--- src/hdl/ltsch_pkg.sv ---
`timescale 1ns / 1ps
// ----------------------------------------------------------------------------
// Lottery task scheduler package
// Shared constants, request and result types, controller states and the
// command and status groups between the controller and the datapath.
// ----------------------------------------------------------------------------
package ltsch_pkg;

    localparam int TASK_SLOTS_DEF   = 16;
    localparam int RANDOM_RANGE_DEF = 32768;
    localparam int PRIO_MAX         = 100;
    localparam int PRIO_MIN         = 0;
    localparam int RAND_W           = 16;
    localparam int PRIO_W           = 7;

    localparam logic [1:0] CMD_CREATE   = 2'd0;
    localparam logic [1:0] CMD_DELETE   = 2'd1;
    localparam logic [1:0] CMD_SCHEDULE = 2'd2;

    localparam logic [1:0] ST_OK   = 2'd0;
    localparam logic [1:0] ST_FULL = 2'd1;
    localparam logic [1:0] ST_KEPT = 2'd2;

    typedef struct packed {
        logic [1:0]               cmd;
        logic [3:0]               slot_index;
        logic signed [15:0]       priority_request;
        logic [RAND_W-1:0]        random_value;
    } t_ltsch_req;

    typedef struct packed {
        logic [1:0] status;
        logic [3:0] created_slot;
        logic [3:0] active_slot;
    } t_ltsch_res;

    typedef enum logic [3:0] {
        S_IDLE,
        S_CREATE,
        S_DELETE,
        S_MOD,
        S_SUM,
        S_SUM_END,
        S_MUL,
        S_SCAN,
        S_SCAN_END,
        S_DONE
    } t_state;

    typedef struct packed {
        logic load;
        logic mod_step;
        logic issue_sum;
        logic issue_scan;
        logic ptr_inc;
        logic ptr_clr;
        logic mul;
        logic create;
        logic delete_slot;
        logic kept;
        logic full;
    } t_ltsch_ctl;

    typedef struct packed {
        logic slot_free;
        logic ptr_last;
        logic mod_done;
        logic sum_zero;
    } t_ltsch_sts;

    // Clamps a signed request to the legal priority range.
    function automatic logic [PRIO_W-1:0] clamp_priority(input logic signed [15:0] req);
        logic [PRIO_W-1:0] res;
        if (req < 16'sd0) begin
            res = PRIO_W'(PRIO_MIN);
        end else if (req > 16'sd100) begin
            res = PRIO_W'(PRIO_MAX);
        end else begin
            res = req[PRIO_W-1:0];
        end
        return res;
    endfunction

endpackage

--- src/hdl/ltsch_ram.sv ---
`timescale 1ns / 1ps
// ----------------------------------------------------------------------------
// Generic RAM
// One write port and one read port, with the read data registered.
// ----------------------------------------------------------------------------
module ltsch_ram #(
    parameter int WIDTH = 8,
    parameter int DEPTH = 16
) (
    input  logic                     i_clk,
    input  logic                     i_we,
    input  logic [$clog2(DEPTH)-1:0] i_waddr,
    input  logic [WIDTH-1:0]         i_wdata,
    input  logic [$clog2(DEPTH)-1:0] i_raddr,
    output logic [WIDTH-1:0]         o_rdata
);

    logic [WIDTH-1:0] r_mem [DEPTH];
    logic [WIDTH-1:0] r_rdata;

    always_ff @(posedge i_clk) begin
        if (i_we) begin
            r_mem[i_waddr] <= i_wdata;
        end
        r_rdata <= r_mem[i_raddr];
    end

    assign o_rdata = r_rdata;

endmodule

--- src/hdl/ltsch_ctrl.sv ---
`timescale 1ns / 1ps
// ----------------------------------------------------------------------------
// Lottery scheduler controller
// Sequences create, delete and schedule requests through the datapath.
// ----------------------------------------------------------------------------
module ltsch_ctrl
    import ltsch_pkg::*;
(
    input  logic       i_clk,
    input  logic       i_rst_n,
    input  logic       i_start,
    input  logic [1:0] i_cmd,
    input  t_ltsch_sts i_sts,
    output t_ltsch_ctl o_ctl,
    output logic       o_busy,
    output logic       o_done
);

    t_state     r_state;
    t_state     n_state;
    t_ltsch_ctl ctl;

    always_ff @(posedge i_clk) begin
        if (!i_rst_n) begin
            r_state <= S_IDLE;
        end else begin
            r_state <= n_state;
        end
    end

    always_comb begin
        n_state = r_state;
        ctl     = '0;
        case (r_state)
            S_IDLE: begin
                if (i_start) begin
                    ctl.load = 1'b1;
                    case (i_cmd)
                        CMD_CREATE:   n_state = S_CREATE;
                        CMD_DELETE:   n_state = S_DELETE;
                        CMD_SCHEDULE: n_state = S_MOD;
                        default:      n_state = S_DONE;
                    endcase
                end
            end
            S_CREATE: begin
                if (i_sts.slot_free) begin
                    ctl.create = 1'b1;
                    n_state    = S_DONE;
                end else if (i_sts.ptr_last) begin
                    ctl.full = 1'b1;
                    n_state  = S_DONE;
                end else begin
                    ctl.ptr_inc = 1'b1;
                end
            end
            S_DELETE: begin
                ctl.delete_slot = 1'b1;
                n_state         = S_DONE;
            end
            S_MOD: begin
                ctl.mod_step = 1'b1;
                if (i_sts.mod_done) begin
                    n_state = S_SUM;
                end
            end
            S_SUM: begin
                ctl.issue_sum = 1'b1;
                if (i_sts.ptr_last) begin
                    n_state = S_SUM_END;
                end else begin
                    ctl.ptr_inc = 1'b1;
                end
            end
            S_SUM_END: begin
                n_state = S_MUL;
            end
            S_MUL: begin
                ctl.mul     = 1'b1;
                ctl.ptr_clr = 1'b1;
                if (i_sts.sum_zero) begin
                    ctl.kept = 1'b1;
                    n_state  = S_DONE;
                end else begin
                    n_state = S_SCAN;
                end
            end
            S_SCAN: begin
                ctl.issue_scan = 1'b1;
                if (i_sts.ptr_last) begin
                    n_state = S_SCAN_END;
                end else begin
                    ctl.ptr_inc = 1'b1;
                end
            end
            S_SCAN_END: begin
                n_state = S_DONE;
            end
            S_DONE: begin
                n_state = S_IDLE;
            end
            default: begin
                n_state = S_IDLE;
            end
        endcase
    end

    assign o_ctl  = ctl;
    assign o_busy = (r_state != S_IDLE);
    assign o_done = (r_state == S_DONE);

    a_accept_busy: assert property (@(posedge i_clk) disable iff (!i_rst_n)
        (i_start && !o_busy) |=> o_busy)
        else $error("Accepted request did not make the block busy.");

    a_done_idle: assert property (@(posedge i_clk) disable iff (!i_rst_n)
        o_done |=> !o_busy)
        else $error("Block stayed busy after its result.");

    a_one_outcome: assert property (@(posedge i_clk) disable iff (!i_rst_n)
        $onehot0({ctl.create, ctl.delete_slot, ctl.kept, ctl.full}))
        else $error("More than one outcome commanded in one cycle.");

endmodule

--- src/hdl/ltsch_dpath.sv ---
`timescale 1ns / 1ps
// ----------------------------------------------------------------------------
// Lottery scheduler datapath
// Slot table, draw reduction by reciprocal, priority sum and lottery walk.
// ----------------------------------------------------------------------------
module ltsch_dpath
    import ltsch_pkg::*;
#(
    parameter int TASK_SLOTS   = TASK_SLOTS_DEF,
    parameter int RANDOM_RANGE = RANDOM_RANGE_DEF
) (
    input  logic       i_clk,
    input  logic       i_rst_n,
    input  t_ltsch_req i_request,
    input  t_ltsch_ctl i_ctl,
    output t_ltsch_sts o_sts,
    output t_ltsch_res o_result
);

    localparam int SLOT_W  = $clog2(TASK_SLOTS);
    localparam int SUM_MAX = PRIO_MAX * TASK_SLOTS;
    localparam int SUM_W   = $clog2(SUM_MAX + 1);
    localparam int CR_W    = $clog2(SUM_MAX * RANDOM_RANGE + 1);
    localparam int RECIP_W = 2 * RAND_W;
    localparam int QP_W    = RAND_W + RECIP_W;
    localparam int MOD_W   = 2 * RAND_W + 1;
    localparam logic [RECIP_W-1:0] RECIP =
        RECIP_W'((64'd1 << RECIP_W) / 64'(RANDOM_RANGE));

    t_ltsch_req                r_req;
    logic [TASK_SLOTS-1:0]     r_valid;
    logic [3:0]                r_active;
    logic [1:0]                r_status;
    logic [3:0]                r_created;
    logic [SLOT_W-1:0]         r_ptr;
    logic [SLOT_W-1:0]         r_rd_idx;
    logic                      r_rd_sum;
    logic                      r_rd_scan;
    logic [RAND_W-1:0]         r_rem;
    logic [RAND_W-1:0]         r_quo;
    logic                      r_mod_ph;
    logic [SUM_W-1:0]          r_sum;
    logic [CR_W-1:0]           r_rs;
    logic [CR_W-1:0]           r_cr;
    logic                      r_found;

    logic [PRIO_W-1:0]         rdata;
    logic                      rd_hit;
    logic [CR_W-1:0]           cr_next;
    logic [QP_W-1:0]           quo_prod;
    logic [MOD_W-1:0]          back_prod;
    logic [MOD_W-1:0]          mod_t;
    logic [MOD_W-1:0]          mod_r;
    logic [SLOT_W+3:0]         ptr_ext;
    logic [SLOT_W+3:0]         rd_idx_ext;
    logic [SLOT_W+3:0]         del_ext;
    logic                      del_ok;

    ltsch_ram #(
        .WIDTH (PRIO_W),
        .DEPTH (TASK_SLOTS)
    ) u_prio_ram (
        .i_clk   (i_clk),
        .i_we    (i_ctl.create),
        .i_waddr (r_ptr),
        .i_wdata (clamp_priority(r_req.priority_request)),
        .i_raddr (r_ptr),
        .o_rdata (rdata)
    );

    // Slot numbers are reported through their low four bits.
    assign ptr_ext    = {4'b0000, r_ptr};
    assign rd_idx_ext = {4'b0000, r_rd_idx};
    assign del_ext    = {{SLOT_W{1'b0}}, r_req.slot_index};
    assign del_ok     = (del_ext < (SLOT_W + 4)'(TASK_SLOTS));

    assign rd_hit  = r_valid[r_rd_idx];
    assign cr_next = r_cr + CR_W'(rdata) * CR_W'(RANDOM_RANGE);

    // Draw reduction in two steps. The reciprocal estimate of the quotient is
    // exact or one short, so a single conditional subtraction finishes it.
    assign quo_prod  = QP_W'(r_req.random_value) * QP_W'(RECIP);
    assign back_prod = MOD_W'(r_quo) * MOD_W'(RANDOM_RANGE);
    assign mod_t     = MOD_W'(r_req.random_value) - back_prod;
    assign mod_r     = (mod_t >= MOD_W'(RANDOM_RANGE)) ? mod_t - MOD_W'(RANDOM_RANGE) : mod_t;

    always_ff @(posedge i_clk) begin
        if (!i_rst_n) begin
            r_valid   <= '0;
            r_active  <= '0;
            r_rd_sum  <= 1'b0;
            r_rd_scan <= 1'b0;
            r_found   <= 1'b0;
        end else begin
            r_rd_sum  <= i_ctl.issue_sum;
            r_rd_scan <= i_ctl.issue_scan;
            if (i_ctl.load) begin
                r_found <= 1'b0;
            end
            if (i_ctl.create) begin
                r_valid[r_ptr] <= 1'b1;
            end
            if (i_ctl.delete_slot && del_ok) begin
                r_valid[del_ext[SLOT_W-1:0]] <= 1'b0;
            end
            if (r_rd_scan && rd_hit && !r_found && (cr_next >= r_rs)) begin
                r_found  <= 1'b1;
                r_active <= rd_idx_ext[3:0];
            end
        end
    end

    always_ff @(posedge i_clk) begin
        r_rd_idx <= r_ptr;
        if (i_ctl.load) begin
            r_req     <= i_request;
            r_status  <= ST_OK;
            r_created <= '0;
            r_ptr     <= '0;
            r_rem     <= '0;
            r_mod_ph  <= 1'b0;
            r_sum     <= '0;
            r_cr      <= '0;
        end else begin
            if (i_ctl.ptr_clr) begin
                r_ptr <= '0;
            end else if (i_ctl.ptr_inc) begin
                r_ptr <= r_ptr + 1'b1;
            end
            if (i_ctl.mod_step) begin
                if (!r_mod_ph) begin
                    r_quo <= quo_prod[QP_W-1:RECIP_W];
                end else begin
                    r_rem <= mod_r[RAND_W-1:0];
                end
                r_mod_ph <= 1'b1;
            end
            if (r_rd_sum && rd_hit) begin
                r_sum <= r_sum + SUM_W'(rdata);
            end
            if (i_ctl.mul) begin
                r_rs <= CR_W'(r_rem) * CR_W'(r_sum);
            end
            if (r_rd_scan && rd_hit && !r_found) begin
                r_cr <= cr_next;
            end
            if (i_ctl.create) begin
                r_created <= ptr_ext[3:0];
            end
            if (i_ctl.full) begin
                r_status <= ST_FULL;
            end
            if (i_ctl.kept) begin
                r_status <= ST_KEPT;
            end
        end
    end

    assign o_sts.slot_free = !r_valid[r_ptr];
    assign o_sts.ptr_last  = (r_ptr == SLOT_W'(TASK_SLOTS - 1));
    assign o_sts.mod_done  = r_mod_ph;
    assign o_sts.sum_zero  = (r_sum == '0);

    assign o_result.status       = r_status;
    assign o_result.created_slot = r_created;
    assign o_result.active_slot  = r_active;

    a_create_free: assert property (@(posedge i_clk) disable iff (!i_rst_n)
        i_ctl.create |-> !r_valid[r_ptr])
        else $error("Create claimed a slot that is already in use.");

    a_kept_zero: assert property (@(posedge i_clk) disable iff (!i_rst_n)
        i_ctl.kept |-> (r_sum == '0))
        else $error("Previous task kept although the priority sum is nonzero.");

    a_found_scan: assert property (@(posedge i_clk) disable iff (!i_rst_n)
        $rose(r_found) |-> $past(r_rd_scan))
        else $error("Winner marked outside the lottery walk.");

endmodule

--- src/hdl/lottery_task_scheduler.sv ---
`timescale 1ns / 1ps
// ----------------------------------------------------------------------------
// Lottery task scheduler
// Task slot table with create, delete and weighted lottery scheduling.
// ----------------------------------------------------------------------------
// A request is taken at a rising edge where start is high and busy is low;
// busy then stays high until the result has been shown. The result appears on
// o_result for exactly one cycle, marked by o_done, and the receiver cannot
// hold it off, so it must capture it in that cycle. The next request can be
// taken in the cycle after o_done. A delete passes through its own state to
// the done state, and an unused command goes there directly. A create walks
// the valid bits one slot per cycle until it finds a free slot or, when the
// table is full, reaches the last one. A schedule first reduces the draw
// modulo RANDOM_RANGE by a reciprocal multiplication and one correcting
// subtraction; then one read of the single priority memory port per slot
// forms the total priority, the S_SUM_END state collects the last read,
// S_MUL forms the threshold product, and a second pass over the memory,
// again with the S_SCAN_END state for the last read, accumulates the
// running sum and picks the first slot that reaches the threshold. The
// running-sum test is exact integer arithmetic. If the total priority is zero
// the active task is left as it was and the result reports that. Deleting the
// active slot does not change the active task until the next schedule.
// Priorities need no clearing after reset, since they are only used for
// slots that a create has written.
// ----------------------------------------------------------------------------
module lottery_task_scheduler
    import ltsch_pkg::*;
#(
    parameter int TASK_SLOTS   = TASK_SLOTS_DEF,
    parameter int RANDOM_RANGE = RANDOM_RANGE_DEF
) (
    input  logic       i_clk,
    input  logic       i_rst_n,
    input  logic       start,
    input  t_ltsch_req i_request,
    output logic       busy,
    output logic       o_done,
    output t_ltsch_res o_result
);

    // Commands from the controller and status back from the datapath.
    t_ltsch_ctl ctl;
    t_ltsch_sts sts;

    // The controller decodes the command straight from the request port in
    // the accepting cycle; the datapath captures the whole request then.
    ltsch_ctrl u_ctrl (
        .i_clk   (i_clk),
        .i_rst_n (i_rst_n),
        .i_start (start),
        .i_cmd   (i_request.cmd),
        .i_sts   (sts),
        .o_ctl   (ctl),
        .o_busy  (busy),
        .o_done  (o_done)
    );

    // The datapath holds the slot table, the active task and the result
    // registers, which stay stable while the controller shows them.
    ltsch_dpath #(
        .TASK_SLOTS   (TASK_SLOTS),
        .RANDOM_RANGE (RANDOM_RANGE)
    ) u_dpath (
        .i_clk     (i_clk),
        .i_rst_n   (i_rst_n),
        .i_request (i_request),
        .i_ctl     (ctl),
        .o_sts     (sts),
        .o_result  (o_result)
    );

endmodule
--- config.mk ---
export PLATFORM = sky130hd
export DESIGN_NAME = lottery_task_scheduler
export DESIGN_NICKNAME = d
export VERILOG_FILES = /design/src/hdl/ltsch_pkg.sv /design/src/hdl/ltsch_ram.sv /design/src/hdl/ltsch_ctrl.sv /design/src/hdl/ltsch_dpath.sv /design/src/hdl/lottery_task_scheduler.sv
export SDC_FILE = /design/constraint.sdc
export NUM_CORES = 1
export LEC_CHECK = 0
export BUFFER_PORTS_ARGS = -buffer_cell sky130_fd_sc_hd__buf_2
export CORE_ASPECT_RATIO = 1.1
export CORE_MARGIN = 2
export CORE_UTILIZATION = 49
export CTS_CLUSTER_SIZE = 16
export DETAILED_ROUTE_END_ITERATION = 10
export PLACE_DENSITY = 0.65
export RECOVER_POWER = 50
export REMOVE_ABC_BUFFERS = 1
export SYNTH_ARGS = -nofsm -noshare
export SYNTH_HDL_FRONTEND = slang
export SYNTH_SLANG_ARGS = --single-unit
--- constraint.sdc ---
create_clock -name i_clk -period 6.25 [get_ports i_clk]
set_input_delay 1.25 -clock i_clk [delete_from_list [all_inputs] [get_ports i_clk]]
set_output_delay 1.25 -clock i_clk [all_outputs]
set_load 0.01 [all_outputs]
==> results of run 1 <==
## layer usage
layer,routed length [µm],up-vias,GRT usage (%),part of all wire [%]
met2,17600,155,36.9,53
met4,742,0,5.53,2.2
met5,0,-,0,0
li1,-,4896,-,-
met1,13800,5233,25.2,42
met3,1100,40,2.74,3.3
## layout make-up
type	count	area [µm²]	area share, %
clock buffer	40	774	4.35
clock inverter	10	121	0.681
multi-input combinational	907	8310	46.6
timing repair buffer	78	424	2.38
inverter	193	724	4.06
tap	426	533	2.99
sequential	260	6940	38.9
## power groups by stage
| stage | Clock [mW] | Combinational [mW] | Sequential [mW] |
|---|---|---|---|
| floorplan | 0 | 0.481 | 2.13 |
| global placement | 0 | 0.690 | 2.14 |
| detailed placement | 0 | 0.709 | 2.15 |
| CTS | 1.64 | 0.712 | 2.12 |
| global route | 1.71 | 0.790 | 2.14 |
| finish | 1.60 | 0.706 | 2.12 |
## state kept, by name (all words and copies together), names as in the netlist
signal and flops:
u_dpath.u_prio_ram.r_mem 112, u_dpath.r_req 31, u_dpath.r_rs 26, u_dpath.r_rem 16, u_dpath.r_valid 16, u_dpath.r_cr 11
u_dpath.r_sum 11, u_dpath.u_prio_ram.o_rdata 7, u_ctrl.r_state 4, u_dpath.del_ext 4, u_dpath.r_active 4, u_dpath.r_created 4
u_dpath.r_ptr 4, u_dpath.r_rd_idx 4, u_dpath.r_status 2, u_dpath.r_found 1, u_dpath.r_mod_ph 1, u_dpath.r_rd_scan 1
u_dpath.r_rd_sum 1
## path summary, 6_finish.rpt
kind	startpoint	to	slack, ps
worst max-delay path	u_dpath.r_sum[10]	u_dpath.r_rs[24]	500
worst min-delay path	u_dpath.r_created[1]	u_dpath.r_created[1]	460
worst max register to register	u_dpath.r_sum[10]	u_dpath.r_rs[24]	500
worst min register to register	u_dpath.r_created[1]	u_dpath.r_created[1]	460
## synth_stat cells, types with 4 or more instances
cell type,instances,area (µm²)
a211oi_1,6,45.0
a21o_1,12,90.1
a21oi_1,53,265
a31oi_1,5,31.3
and2_1,97,607
and3_1,6,37.5
buf_1,6,22.5
clkbuf_1,53,199
dfxtp_1,87,1740
edfxtp_1,173,5190
fa_1,126,2520
ha_1,93,1160
inv_1,193,724
mux2_2,4,45.0
mux2i_1,12,120
mux4_2,43,968
nand2_1,164,616
nand2b_1,4,25.0
nand3_1,16,80.1
nand4_1,7,43.8
nor2_1,76,285
nor2b_1,8,50.1
nor3_1,19,95.1
nor4_1,8,50.1
o21a_1,7,52.6
o21ai_0,35,175
o221a_2,16,180
or3_1,4,25.0
xnor2_1,27,236
xor2_1,17,149
## worst max-delay path: stages, from the launching register on
cell,delay (ps)
dfxtp_1,730
and2_1,250
fa_1,420
fa_1,520
fa_1,530
fa_1,550
inv_1,60
fa_1,530
inv_1,40
ha_1,340
a21oi_1,220
o21ai_0,150
a311oi_1,420
o21ai_0,150
a311o_1,330
a21oi_1,180
xnor2_1,80
## kinds of logic (layout without fill, tap and decap cells)
kind of cell,after synthesis,after routing
flip-flops,260,260
multiplexers,59,59
buffers and inverters,257,321
adder cells (fa/ha/maj),219,219
AO/OA/AOI/OAI,163,163
AND/OR/NAND/NOR,422,422
XOR/XNOR,44,44
## metrics by stage
step / utilization (%) / area, µm² / hold WS, ps / power, mW
final: 54.9 / 17800 / 464 / 4.43
after global routing: 54.9 / 17800 / 504 / 4.64
after CTS: 55.0 / 17900 / 471 / 4.47
after detailed placement: 52.3 / 17000 / 451 / 2.86
after global placement: 52.3 / 17000 / 449 / 2.83
after floorplan: - / 16000 / 441 / 2.62
==> metrics.txt, run 1 <==
Crit Path Class register to register; vias per cell 5.39; die area 34600 µm²; largest net degree at the start of global routing between 60 and 70; dpl hpwl roughly 25000 µm; Max VDD drop about 300 µV; clk_lat worst skew ~560 ps; post-synthesis simple-gate area fraction 12.5%; Final Skew 27.5 ps; CTS H-tree depth 1; Hold Buf Count CTS 0; NetSw about 1.2 mW; Final Worst Setup Slack 499 ps; fin cells between 1500 and 2000; combinational share of power about 16%; post_cts resized 0; Post-synth EDFFs approximately 170; nets between 1500 and 2000; Synth Area in XOR/XNOR ~2.4%; number of synthesized register bits 260; most frequent cells in the layout 193 x inv_1, 173 x edfxtp_1, 164 x nand2_1; dpl ws approximately 540 ps; Synth-to-Final Area Change 9.93%; Critical Path Source Type register; Crit Path Max Fanout 19; CTS Buffer Depth 3; Clock Pin Slew Worst Setup and Hold Paths about 60 ps; TritonCTS clock tree yes; Clk pwr share between 30% and 40%; grt ovf 0; root buffer selected by CTS clkbuf_16; cell internal pwr ~3.2 mW; Slew @ Worst Pin ~3500 ps; First DRT Iteration DRCs roughly 500; Max Slew Vio Count 173; Post-Place Cells 1864; Leakage between 7 and 8 nW; minimum clock period approximately 5800 ps; Initial Util 49.9%; IO buf count between 50 and 60; Hold WC Path Type register to register; cell count after synthesis 1424; switch share 26.9%; post-synthesis mux area share around 7.0%; Vias a little over 10000; fillcell total 2811; Distinct cells, synth 59; Post-Syn Area 16200 µm²; clock sinks 260; CP Capture Type register; CTS Buf Count 27; violated checks capacitance limit, slew limit; vias in the first global route 11000; Reg2Reg Depth 16; drc violations 0; largest family of logic cells by synthesized area adder cells; io pins between 50 and 60; max frequency 174 MHz; Routed WL 33200 µm; Hold Crit Depth 2; Post-CTS Setup Bufs 0; Final Hold Vio Count 0; first-pass GRT wire length 55900 µm; Synth Area in Adders a little under a quarter; n_diodes 0; DRT Pass-1 Iters 4; Max-Cap Viols 4; Worst EP required around 6600 ps; height of the die just under 200 µm; Slew HR -130%; run status complete, but fails checks; total negative slack 0 ps; asr flop ratio synth 0%; synthesized area per cell approximately 11 µm²; die width 177 µm; Final setup violation count 0; RSZ-0062 raised after global routing false; antenna-violating nets left 0; Core Area between 30000 and 40000 µm²; DR WL/cell around 17 µm; critical path arrival slightly above 6000 ps; antenna violations before repair 0; Synth Area in Compound Gates under 10%; share of cells above drive strength 1 between 10% and 20%; commonest non-fill, non-tap cell in the layout inv_1; Tot GR Track Use 20.3%; top_reg_cell synth edfxtp_1; Synth warnings 0; placement row count a little under 70; power per cell area approximately 250 nW/µm²; Final Cycle Share approximately 92%; RD Place Congestion ~0.81; share of power burned in registers between 40 and 50%; Seq/Total Area, Yosys ~43%
Note: power is estimated with default switching activity, not from simulation.
==> run 2, diff against run 1 <==
--- a/config.mk
+++ b/config.mk
@@ -12,7 +12,6 @@
 export CTS_CLUSTER_SIZE = 16
 export DETAILED_ROUTE_END_ITERATION = 10
 export PLACE_DENSITY = 0.65
-export RECOVER_POWER = 50
 export REMOVE_ABC_BUFFERS = 1
 export SYNTH_ARGS = -nofsm -noshare
 export SYNTH_HDL_FRONTEND = slang
==> metrics.txt, run 2 (synthesis results as in run 1) <==
Final Hold Vio Count 0 (unchanged); total negative slack 0 ps (unchanged); CP dominant cell by count fa_1; CTS H-tree depth 1 (unchanged); Max-Cap Viols 0 (-4); placed cell area 17000 µm² (unchanged); Tot GR Track Use 20.3% (unchanged); max frequency 174 MHz (about the same); Core Area 32500 µm² (unchanged); Slew HR 26.2% (+160 points); nets 1727 (unchanged); final instance area 17900 µm² (+0.22%); minimum clock period 5750 ps (+2.27 ps); Initial Util 49.9% (unchanged); Post-CTS Setup Bufs 0 (unchanged); First DRT Iteration DRCs 500 (-0.40%); post_cts resized 0 (unchanged); Crit Path Class register to register; vias in the first global route 11000 (unchanged); Hold Buf Count CTS 0 (unchanged); IO buf count 51 (unchanged); CTS Buffer Depth 3 (unchanged); power per cell area 248 nW/µm² (-0.38%); max reg flops 112 (unchanged); run status completed; Hold WC Path Type register to register; Slew @ Worst Pin 1100 ps (-2350 ps); io pins 53 (unchanged); Slowest cell on crit path dfxtp_1; TritonCTS clock tree yes; most frequent cells in the layout 192 x inv_1, 173 x edfxtp_1, 164 x nand2_1; Worst EP required 6560 ps (about the same); clock sinks 260 (unchanged); Final setup violation count 0 (unchanged); fillcell total 2797 (-0.50%); dpl hpwl 24700 µm (unchanged); Synth-to-Final Area Change 10.2%; Max Slew Vio Count 0 (-100%); vias per cell 5.38 (-0.21%); CTS Buf Count 27 (unchanged); Reg area 6940 µm² (unchanged); Routed WL 33200 µm (about the same); placement row count 69 (unchanged); critical path arrival 6060 ps (about the same); n_diodes 0 (unchanged); DRT Pass-1 Iters 4 (unchanged); DR WL/cell 17.3 µm (about the same); crit path launch u_dpath.r_sum[10]; area occupied by multi-input gates 8310 µm² (about the same); Crit Path Max Fanout 19 (unchanged); root buffer selected by CTS clkbuf_16; hold path startpoint u_dpath.r_created[1]; first-pass GRT wire length 55900 µm (unchanged); Leakage 7.39 nW (+1.0%); leading registers by flop count u_dpath.u_prio_ram.r_mem: 112 flops, u_dpath.r_req: 31 flops, u_dpath.r_rs: 26 flops; max incr delay on CP 730 ps (about the same); RSZ-0062 raised after global routing false; Vias 10300 (-0.21%); antenna violations before repair 0 (unchanged); share of cells above drive strength 1 12.7% (+1.3 points); Max VDD drop 300 µV (-0.15%); height of the die 195 µm (unchanged); CP Cell Sequence and2_1, fa_1, fa_1, fa_1, fa_1, inv_1, fa_1, inv_1, ha_1, a21oi_1, o21ai_0, a311oi_1, o21ai_0, a311o_1, a21oi_1, xnor2_1; commonest non-fill, non-tap cell in the layout inv_1; antenna-violating nets left 0 (unchanged); die width 177 µm (unchanged); Critical Path Source Type register; CP Capture Type register; Clock Pin Slew Worst Setup and Hold Paths 60 ps (about the same); RD Place Congestion 0.808 (unchanged); Top reg by flops u_dpath.u_prio_ram.r_mem; Final Power 4.42 mW (-0.17%); drc violations 0 (unchanged); final hold slack 462 ps (-2.28 ps); grt ovf 0 (unchanged); die area 34600 µm² (unchanged); Final Skew 27.3 ps (-0.181 ps); largest net degree at the start of global routing 69 (unchanged); clk_lat worst skew 560 ps (about the same); Final Cycle Share 92.1% (about the same); FF-to-FF Start u_dpath.r_sum[10]
## run 2: changes by cell type in the layout (fill, tap and decap cells not counted), moves of 5 or more
cell / previous run / this run
buf_4: 22 / 27
buf_2: 39 / 51
and2_0: 5 / 0
clkbuf_1: 25 / 8
and2_1: 92 / 97
## run 2: area by class of cell
type / count / area share, %
Sequential cell: 260 / 38.8
Clock inverter: 10 / 0.679
Clock buffer: 40 / 4.34
Inverter: 193 / 4.06
Tap cell: 426 / 2.98
Timing Repair Buffer: 78 / 2.56
Multi-Input combinational cell: 907 / 46.5
## run 2: per-stage QoR
step	std cells	worst slack, ps	utilization (%)
global placement	1864	542	52.3
floorplan	1360	871	-
detailed placement	1864	535	52.3
CTS	1914	478	55.0
global route	1914	140	55.0
finish	1914	496	55.0
## run 2: metal layers
metal  GRT usage, %  vias to the layer above  wire (µm)
li1               -                     4892          -
met1           25.2                     5233      13800
met2           36.9                      137      17600
met3           2.74                       40       1020
met4           5.53                        0        736
met5              0                        -          0
## run 2: power breakdown
part	total, mW	switching, mW	internal (mW)
clock	1.60	0.657	0.946
combinational	0.704	0.419	0.285
sequential	2.11	0.117	2.00
total	4.42	1.19	3.23
## run 2: worst paths after layout
check,to,slack [ps],cells past startpoint
setup / recovery,u_dpath.r_rs[24],500,16
setup reg to reg,u_dpath.r_rs[24],500,16
hold / removal,u_dpath.r_created[1],460,2
hold reg to reg,u_dpath.r_created[1],460,2
## run 2: critical path, delay by kind of cell (launching register included)
kind	cells	cell delay, ps
buf+inv	2	100
compound gates	6	1450
simple gates	1	250
xor+xnor	1	80
fa+ha+maj	6	2890
flops	1	730
